**config.mk**
```make
export PLATFORM = sky130hd
export DESIGN_NAME = tsb_rem
export DESIGN_NICKNAME = d
export VERILOG_FILES = /design/src/hw/rtl/tsb_pkg.sv /design/src/hw/rtl/tsb_rem.sv
export SDC_FILE = /design/constraint.sdc
export NUM_CORES = 1
export LEC_CHECK = 0
export BUFFER_PORTS_ARGS = -buffer_cell sky130_fd_sc_hd__buf_4
export CELL_PAD_IN_SITES_DETAIL_PLACEMENT = 0
export CELL_PAD_IN_SITES_GLOBAL_PLACEMENT = 1
export CORE_UTILIZATION = 39
export DETAILED_ROUTE_END_ITERATION = 12
export GPL_TIMING_DRIVEN = 0
export PLACE_DENSITY = 0.74
export SLEW_MARGIN = 30
export SYNTH_ARGS = -nofsm -noshare
export SYNTH_HDL_FRONTEND = slang
export SYNTH_SLANG_ARGS = --single-unit
```
**constraint.sdc**
```tcl
create_clock -name clk -period 1.9 [get_ports clk]
set_input_delay 0.475 -clock clk [delete_from_list [all_inputs] [get_ports clk]]
set_output_delay 0.475 -clock clk [all_outputs]
set_load 0.1 [all_outputs]
```
**src/hw/rtl/tsb_pkg.sv**
```systemverilog
// ----------------------------------------------------------------------------
// tsb_pkg: texture sampler shared types and constants
// Item layouts, register codes and sizes used by the sampler modules.
// ----------------------------------------------------------------------------
package tsb_pkg;

    localparam int MAX_DIM   = 64;
    localparam int FRAC_BITS = 12;
    localparam int ADDR_W    = $clog2(MAX_DIM * MAX_DIM);
    localparam int CRD_W     = $clog2(MAX_DIM);
    localparam int SIZE_W    = 7;
    localparam int COORD_W   = 20;
    localparam int RGB_W     = 24;
    localparam int PROD_W    = COORD_W + SIZE_W + 1;
    localparam int SC_W      = PROD_W - FRAC_BITS;
    localparam int MAG_W     = 14;
    localparam int WGT_W     = FRAC_BITS + 1;
    localparam int ACC_W     = 32;
    localparam int CFG_IDX_W = 2;

    typedef enum logic [CFG_IDX_W-1:0] {
        REG_TEX_WIDTH   = 2'd0,
        REG_TEX_HEIGHT  = 2'd1,
        REG_WRAP_MODE   = 2'd2,
        REG_FILTER_MODE = 2'd3
    } tsb_reg_t;

    localparam logic REQ_WRITE  = 1'b0;
    localparam logic REQ_SAMPLE = 1'b1;

    typedef struct packed {
        logic                      req_type;
        logic [11:0]               texel_index;
        logic [RGB_W-1:0]          texel_rgb;
        logic signed [COORD_W-1:0] u_coord;
        logic signed [COORD_W-1:0] v_coord;
    } tsb_in_t;

    typedef struct packed {
        logic [7:0] red;
        logic [7:0] green;
        logic [7:0] blue;
    } tsb_out_t;

    typedef struct packed {
        logic             we;
        logic [ADDR_W-1:0] waddr;
        logic [RGB_W-1:0]  wdata;
        logic [ADDR_W-1:0] raddr;
    } tsb_mem_req_t;

endpackage

```
**src/hw/rtl/tsb_rem.sv**
```systemverilog
// ----------------------------------------------------------------------------
// tsb_rem: iterative remainder unit
// Restoring remainder of a magnitude by the texture size, one bit a cycle.
// ----------------------------------------------------------------------------
module tsb_rem (
    input  logic                       clk,
    input  logic                       rst_n,
    input  logic                       start,
    input  logic [tsb_pkg::MAG_W-1:0]  dividend,
    input  logic [tsb_pkg::SIZE_W-1:0] divisor,
    output logic                       done,
    output logic [tsb_pkg::SIZE_W-1:0] remainder
);
    import tsb_pkg::*;

    localparam int CNT_W = $clog2(MAG_W);

    logic                busy_reg, busy_next;
    logic                done_reg, done_next;
    logic [CNT_W-1:0]    cnt_reg, cnt_next;
    logic [MAG_W-1:0]    dvd_reg, dvd_next;
    logic [SIZE_W-1:0]   div_reg, div_next;
    logic [SIZE_W-1:0]   rem_reg, rem_next;
    logic [SIZE_W:0]     trial;

    always_comb
    begin
        busy_next = busy_reg;
        done_next = 1'b0;
        cnt_next  = cnt_reg;
        dvd_next  = dvd_reg;
        div_next  = div_reg;
        rem_next  = rem_reg;
        trial     = {rem_reg, dvd_reg[MAG_W-1]};
        if (start)
        begin
            busy_next = 1'b1;
            cnt_next  = '0;
            dvd_next  = dividend;
            div_next  = divisor;
            rem_next  = '0;
        end
        else if (busy_reg)
        begin
            if (trial >= {1'b0, div_reg})
                rem_next = SIZE_W'(trial - {1'b0, div_reg});
            else
                rem_next = trial[SIZE_W-1:0];
            dvd_next = {dvd_reg[MAG_W-2:0], 1'b0};
            cnt_next = cnt_reg + 1'b1;
            if (cnt_reg == CNT_W'(MAG_W - 1))
            begin
                busy_next = 1'b0;
                done_next = 1'b1;
            end
        end
    end

    always_ff @(posedge clk or negedge rst_n)
    begin
        if (!rst_n)
        begin
            busy_reg <= 1'b0;
            done_reg <= 1'b0;
            cnt_reg  <= '0;
        end
        else
        begin
            busy_reg <= busy_next;
            done_reg <= done_next;
            cnt_reg  <= cnt_next;
        end
    end

    always_ff @(posedge clk)
    begin
        dvd_reg <= dvd_next;
        div_reg <= div_next;
        rem_reg <= rem_next;
    end

    assign done      = done_reg;
    assign remainder = rem_reg;

endmodule

```
# Yosys cells after proc, flatten, opt, wreduce, memory -nomap -nowiden
# Cells that the tools add are included.
totals:
  register_bits: 34
  output_inout_bits: 8
classes:
  addsub: 2
  order_cmp: 1
  eq_ne: 1
  muxes: 11
  n_reduce_logical: 1
ops:
  columns: ["op", "n"]
  rows:
  - ["$mux W14", 2]
  - ["$ge A8 B7 Y1", 1]
  - ["$mux W4", 2]
  - ["$mux W7", 1]
  - ["$sub A7 B7 Y7", 1]
  - ["$mux W1", 6]
  - ["$add A4 B1 Y4 const B", 1]
  - ["$eq A4 B4 Y1 const B", 1]
  - ["$reduce_bool A2 Y1", 1]

# Logic depth before layout (Yosys ltp)
# Gate-level depths: netlist of the first run.
depth:
  ltp_word: 4
  depth_mapped: 8
  depth_no_buf: 8

# Worst setup path after synthesis of the first run
# Ideal clock, no wire load.
synth_path:
  kind: "reg-to-reg"
  from: "register rem_reg[5] (netlist: remainder[5])"
  to: "register rem_reg[0] (netlist: remainder[0])"
  arrival_time_ns: 2.309
  setup_slack_ns: -0.531
  stages_incl_launch_ff: 7
  path_buffers: 1
  cell_sequence: "dfxtp_1 > ha_1 > a211oi_2 > and2_2 > buf_4 > a211oi_1 > a311o_1"
synth_between:
  elab_chain_cells: 2
synth_rtl:
  columns: ["element", "line_no", "rtl"]
  rows:
  - ["start, declared", "tsb_rem.sv:23", "logic [SIZE_W-1:0] rem_reg, rem_next;"]
  - ["start signal, assigned", "tsb_rem.sv:79", "rem_reg <= rem_next;"]
  - ["$ge A8 B7 Y1", "tsb_rem.sv:45", "if (trial >= {1'b0, div_reg})"]
  - ["$mux W7", "tsb_rem.sv:45", null]
# Every way passes these cells.
# A chain may end at the register's enable or synchronous reset.

# Worst setup path in the final report of the first run
layout_path:
  from: "register dvd_reg[13]"
  to: "register rem_reg[2] (netlist: remainder[2])"
layout_between:
  elab_chain_cells: 2
layout_rtl:
  columns: ["element", "line_no", "rtl"]
  rows:
  - ["start, declared", "tsb_rem.sv:21", "logic [MAG_W-1:0] dvd_reg, dvd_next;"]
  - ["start signal, assigned", "tsb_rem.sv:77", "dvd_reg <= dvd_next;"]
  - ["$sub A7 B7 Y7 or $ge A8 B7 Y1 (tied branches)", "tsb_rem.sv:46, tsb_rem.sv:45", null]
  - ["$mux W7 (*)", "tsb_rem.sv:45", null]
# Mark *: on every way between the ends. The rest lies on a longest branch, timed or not.

==> flow_summary_export.csv, run 1 <==
group,metric,value,unit
run_status,run_status,"finished, violations left",
run_status,violations,"design-rule violations, negative setup slack",
pwr,power_density,1220,nW/µm²
sta,skew,0.00634,ns
detailed_routing,drtIter0Drc,72,
critical_path,endpoint_kind,"flip-flop",
final_layout,final_area,2350,µm²
critical_path,crit_buf_inv,2,
clock_network,cts_max_path_buffers,2,
final_layout,diodes,0,
grt,gr-usage-met1,0.204,
detailed_routing,routedWlPerCell,15.0,µm
sta,timing.fmax,0.523,GHz
logic_synthesis,avgSynthCellArea,11.4,µm²
critical_path,required,2.09,ns
critical_path,crit_type,"flip-flop to flip-flop",
final_layout,final_cell_mix,"buf_4, edfxtp_1, mux2_2",
min_path,hp-class,"primary input to flip-flop",
sta,finalSetupTns,-0.0122,ns
placed_design,io_buffer_count,31,
clock_network,cts_tree,"yes",
logic_synthesis,yosys_warnings,0,
logic_synthesis,synth_top_cell_area_share,0.345,
grt,antenna_found_initial,0,
detailed_routing,dr_total_vias,1379,
critical_path,cpMaxStageDelayCell,"or4_1",
final_layout,final_common_cell,"buf_4",
final_layout,largest_register_ffs,14,
critical_path,start_kind,"flip-flop",
grt,met3_usage,0.0447,
sta,rsz0062_at_grt,"yes",
grt,track_usage,0.163,
logic_synthesis,synth-seq-cells,34,
critical_path,critPathMaxStageDelay,0.49,ns
critical_path,cp_top_family,"simple AND/OR/NAND/NOR gates",
floorplan,coreArea,4440,µm²
detailed_routing,drc_errors,4,
critical_path,worstPathMaxFanout,4,
pwr,ir_drop,0.000558,V
clock_network,cts_buffers,5,
grt,grt_max_degree,15,
logic_synthesis,synthArstFlopShare,0.176,
floorplan,initial_core_util,0.411,
detailed_routing,vias_per_cell,5.43,
placed_design,place_congestion,0.836,
clock_network,cts.sinks,34,
logic_synthesis,synth.cell_area,1830,µm²
logic_synthesis,ys_types,45,
logic_synthesis,ys_seq_area_frac,0.504,
critical_path,path_cells,"inv_1 -> ha_2 -> inv_2 -> fa_2 -> nand3_4 -> a31oi_4 -> or4_1 -> o311ai_1",
final_layout,areaGrowthSynthToFinish,28.3,%
grt,grt_use_met2,0.272,
floorplan,rows,24,
placed_design,dp_hpwl,2.75,mm
critical_path,cp.arrival,2.10,ns
sta,worst_pin_slew,0.554,ns
final_layout,drive_gt1_frac,0.406,
sta,final.setup.worst_slack,-0.0122,ns
final_layout,fin_util,0.528,
grt,grt_pass1_vias,1345,
sta,period_share,1.01,
floorplan,dieArea,4970,µm²
floorplan,die_h,70.5,µm
clock_network,clk_pin_slew_worst_paths,0.07,ns
grt,top_usage_layer,"met2",
logic_synthesis,synthCells,160,
clock_network,cts_htree_levels,2,
sta,finalMaxSlewViolations,0,
detailed_routing,drt_first_pass_iters,8,
grt,grt_pass1_wl,6.22,mm
job,drv_cap,0,
floorplan,io_pins,32,
final_layout,fin_nets,235,
clock_network,cts-root-buf,"clkbuf_8",
pwr,power_leakage,0.929,nW
detailed_routing,wirelength,3.80,mm
placed_design,pre_cts_slack,-0.0925,ns
floorplan,fp.dieW,70.5,µm
sta,finalHoldViolCount,0,
logic_synthesis,synth-edff-count,21,
logic_synthesis,synth.area.top_cells,"edfxtp_1, mux2_2, dfrtp_1, dfxtp_1, ha_1",
detailed_routing,ant_nets,0,
sta,min_period,1.91,ns
grt,grt.overflow.total,0,
sta,setup_viol,1,
logic_synthesis,ys.flop_type,"edfxtp_1",
placed_design,dpl_cell_area,2170,µm²
sta,slew_headroom,0.630,
logic_synthesis,yosys.area.top_type,"edfxtp_1",
clock_network,insertion_delay,0.29,ns
logic_synthesis,syn-num-nets,194,
## where the power goes
part	leakage (nW)	switching, mW	total [mW]	internal, mW
clock network	0.0407	0.259	0.503	0.244
logic	0.532	0.835	1.35	0.519
registers	0.356	0.0956	1.01	0.914
## per-layer routing
| layer | part of all wire | up-vias |
|---|---|---|
| met5 | 0 | - |
| met2 | 0.51 | 32 |
| met3 | 0.039 | 5 |
| met1 | 0.43 | 668 |
| met4 | 0.013 | 0 |
| li1 | - | 674 |
## worst reg2reg max path, stage by stage (launching register included)
cell	delay, ns
edfxtp_1	0.39
inv_1	0.07
ha_2	0.18
inv_2	0.04
fa_2	0.36
nand3_4	0.10
a31oi_4	0.10
or4_1	0.49
o311ai_1	0.08
## layout make-up
cell class / count / area, µm²
clock inverter: 3 / 11.3
tap: 52 / 65.1
inverter: 10 / 37.5
buffer: 8 / 41.3
multi-input combinational: 108 / 921
fill: 389 / 2100
timing repair buffer: 34 / 258
clock buffer: 5 / 68.8
sequential: 34 / 943
## synthesized netlist by cell type, drive strengths merged, types with 4 or more instances
cell type	number
nand2	10
a211oi	5
inv	10
dfxtp	7
nor2	13
a31oi	5
clkbuf	5
o21ai	6
nor3b	6
ha	9
dfrtp	6
xnor2	4
mux2	14
edfxtp	21
nand3	5
## per-stage QoR
stage / hold WS (ns) / power [mW] / instances
finish: 0.359 / 2.87 / 254
CTS: 0.354 / 2.77 / 253
detailed placement: 0.287 / 2.22 / 243
floorplan: 0.179 / 1.95 / 160
global route: 0.346 / 3.01 / 254
global placement: 0.282 / 2.20 / 243
## what timing repair did
| action | in CTS | in global routing |
|---|---|---|
| endpoints found under the hold margin | 6 | 0 |
| setup endpoints to repair | 3 | 5 |
| setup buffers | 1 | 1 |
| hold buffers | 1 | 0 |
| pin swaps | 0 | 3 |
| gates resized for setup | 3 | 11 |
## cells by family (layout without fill, tap and decap cells)
family                     after synthesis  count (layout)  synth area share
buffers and inverters                   18              60            0.0431
DFF                                     34              34             0.504
muxes                                   14              14            0.0862
and+or+nand+nor                         50              50             0.148
xor gates and xnor gates                 6               6            0.0287
adders and majority gates               10              10            0.0726
AOI/OAI and AO/OA                       28              28             0.118
## path summary, 6_finish.rpt
path / startpoint / to / slack (ns) / cells past startpoint
max: dvd_reg[13]$_DFFE_PP_ / remainder[2]$_SDFFE_PP0P_ / -0.01 / 8
min: divisor[5] / div_reg[5]$_DFFE_PP_ / 0.36 / 1
max reg2reg: dvd_reg[13]$_DFFE_PP_ / remainder[2]$_SDFFE_PP0P_ / -0.01 / 8
min reg2reg: dvd_reg[13]$_DFFE_PP_ / remainder[0]$_SDFFE_PP0P_ / 0.52 / 1
max in group asynchronous: rst_n / busy_reg$_DFF_PN0_ / 1.24 / 2
min in group asynchronous: rst_n / cnt_reg[1]$_DFFE_PN0P_ / 0.54 / 2
(Power assumes the default switching activity.)
==> inputs of run 2 (changes only) <==
--- a/config.mk
+++ b/config.mk
@@ -8,10 +8,11 @@
 export BUFFER_PORTS_ARGS = -buffer_cell sky130_fd_sc_hd__buf_4
 export CELL_PAD_IN_SITES_DETAIL_PLACEMENT = 0
 export CELL_PAD_IN_SITES_GLOBAL_PLACEMENT = 1
-export CORE_UTILIZATION = 39
+export CORE_UTILIZATION = 45
+export CTS_BUF_LIST = sky130_fd_sc_hd__clkbuf_2
 export DETAILED_ROUTE_END_ITERATION = 12
 export GPL_TIMING_DRIVEN = 0
-export PLACE_DENSITY = 0.74
+export PLACE_DENSITY = 0.81
 export SLEW_MARGIN = 30
 export SYNTH_ARGS = -nofsm -noshare
 export SYNTH_HDL_FRONTEND = slang
==> constraint.sdc (replaced) <==
create_clock -name clk -period 1.8 [get_ports clk]
set_input_delay 0.45 -clock clk [delete_from_list [all_inputs] [get_ports clk]]
set_output_delay 0.45 -clock clk [all_outputs]
set_load 0.1 [all_outputs]
==> run 2 against run 1 <==
The flow finishes with violations (negative setup slack); fmax decreased by 1.8%; largest power group unchanged; setup slack got worse by 0.14 ns; cell count unchanged; final area is 0.80% lower; via count shrank 1.9%.
==> flow_summary_export.csv, run 2 (same netlist as run 1, synthesis figures left out) <==
group,metric,value,unit
final_layout,final_cell_mix,"buf_4, edfxtp_1, mux2_2",
sta,finalHoldViolCount,0,
clock_network,cts.sinks,34,
sta,skew,0.0144,ns
clock_network,cts_htree_levels,2,
placed_design,place_congestion,0.860,
sta,finalMaxSlewViolations,0,
final_layout,layout.area.seq,943,µm²
sta,rsz0062_at_grt,"yes",
clock_network,cts_buffers,5,
clock_network,insertion_delay,0.40,ns
job,drv_cap,0,
detailed_routing,drtIter0Drc,79,
pwr,total_power,2.86,mW
final_layout,fin_nets,239,
floorplan,initial_core_util,0.485,
pwr,power_leakage,0.933,nW
clock_network,cts_max_path_buffers,2,
final_layout,fin_util,0.617,
pwr,ir_drop,0.000583,V
clock_network,cts_tree,"yes",
sta,slew_headroom,0.632,
run_status,violations,"negative setup slack",
detailed_routing,dr_total_vias,1353,
detailed_routing,vias_per_cell,5.33,
final_layout,multi_input_area,913,µm²
grt,grt_pass1_vias,1340,
final_layout,final_common_cell,"buf_4",
sta,min_period,1.95,ns
detailed_routing,drt_first_pass_iters,4,
floorplan,dieArea,4320,µm²
min_path,hp-class,"primary input to flip-flop",
critical_path,cp.arrival,2.26,ns
floorplan,coreArea,3770,µm²
floorplan,fp.dieW,65.7,µm
run_status,run_status,"finished, violations left",
final_layout,diodes,0,
grt,track_usage,0.197,
final_layout,areaGrowthSynthToFinish,27.3,%
sta,final.setup.worst_slack,-0.148,ns
detailed_routing,routedWlPerCell,15.2,µm
pwr,power_density,1230,nW/µm²
floorplan,die_h,65.7,µm
final_layout,final_area,2330,µm²
sta,period_share,1.08,
critical_path,endpoint_kind,"flip-flop",
grt,antenna_found_initial,0,
final_layout,nFillCells,329,
floorplan,rows,22,
sta,worst_pin_slew,0.552,ns
final_layout,largest_register_ffs,14,
critical_path,required,2.12,ns
critical_path,worstPathMaxFanout,5,
sta,timing.fmax,0.513,GHz
placed_design,dp_hpwl,2.69,mm
critical_path,start_kind,"flip-flop",
detailed_routing,drc_errors,0,
detailed_routing,ant_nets,0,
placed_design,io_buffer_count,31,
grt,grt_pass1_wl,6.21,mm
sta,setup_viol,5,
final_layout,drive_gt1_frac,0.427,
detailed_routing,wirelength,3.85,mm
critical_path,crit_type,"flip-flop to flip-flop",
clock_network,clk_pin_slew_worst_paths,0.20,ns
clock_network,cts-root-buf,"clkbuf_2",
placed_design,dpl_cell_area,2180,µm²
grt,grt_max_degree,15,
floorplan,io_pins,32,
grt,grt.overflow.total,0,
run 2: worst max-delay path, stage by stage (launching register included):
cell and delay [ns]:
edfxtp_1 0.43, inv_1 0.08, ha_2 0.18, inv_2 0.04, fa_2 0.37, nand3_4 0.11
a31oi_4 0.11, or4_1 0.45, o311ai_2 0.10
run 2: through the flow:
stage	TNS (ns)	instances	setup WS, ns	hold WS [ns]
after CTS	-0.386	253	-0.125	0.181
after detailed placement	-3.08	239	-0.148	0.262
after global placement	-2.05	239	-0.112	0.258
final	-0.258	254	-0.148	0.202
after floorplan	-0.0142	160	-0.0142	0.154
after global routing	-0.860	254	-0.193	0.169
run 2: repair_timing:
item | in CTS | in global routing
endpoints found under the setup margin | 5 | 7
setup buffers | 5 | 1
resized for setup | 7 | 5
pin swaps | 11 | 2
endpoints found under the hold margin | 6 | 0
hold buffers | 1 | 0
cloned | 0 | 0
run 2: area by class of cell:
type                            count  share of cell area
Sequential cell                    34               0.405
Timing Repair Buffer               38               0.124
Buffer                              8              0.0188
Multi-Input combinational cell    108               0.392
Inverter                           10              0.0161
Tap cell                           48              0.0258
Clock buffer                        5              0.0108
Clock inverter                      3             0.00699
run 2: where the power goes:
group / switching [mW] / total, mW / internal [mW] / leakage, nW
registers: 0.0975 / 1.06 / 0.963 / 0.356
clock network: 0.289 / 0.377 / 0.0884 / 0.0264
logic: 0.871 / 1.42 / 0.549 / 0.550
run 2: layer usage:
| metal | up-vias | track usage | routed length, µm |
|---|---|---|---|
| li1 | 679 | - | - |
| met1 | 641 | 0.253 | 1760 |
| met2 | 26 | 0.311 | 1870 |
| met3 | 7 | 0.0469 | 152 |
| met4 | 0 | 0.0897 | 65 |
| met5 | - | 0 | 0 |
run 2: worst paths after layout:
path	from	cells after the start	end	slack, ns
setup reg to reg	dvd_reg[13]$_DFFE_PP_	8	remainder[2]$_SDFFE_PP0P_	-0.15
hold / removal	divisor[5]	1	div_reg[5]$_DFFE_PP_	0.20
min in group asynchronous	rst_n	2	busy_reg$_DFF_PN0_	0.36
hold reg to reg	remainder[0]$_SDFFE_PP0P_	2	remainder[1]$_SDFFE_PP0P_	0.56
max in group asynchronous	rst_n	2	cnt_reg[1]$_DFFE_PN0P_	1.33
setup / recovery	dvd_reg[13]$_DFFE_PP_	8	remainder[2]$_SDFFE_PP0P_	-0.15
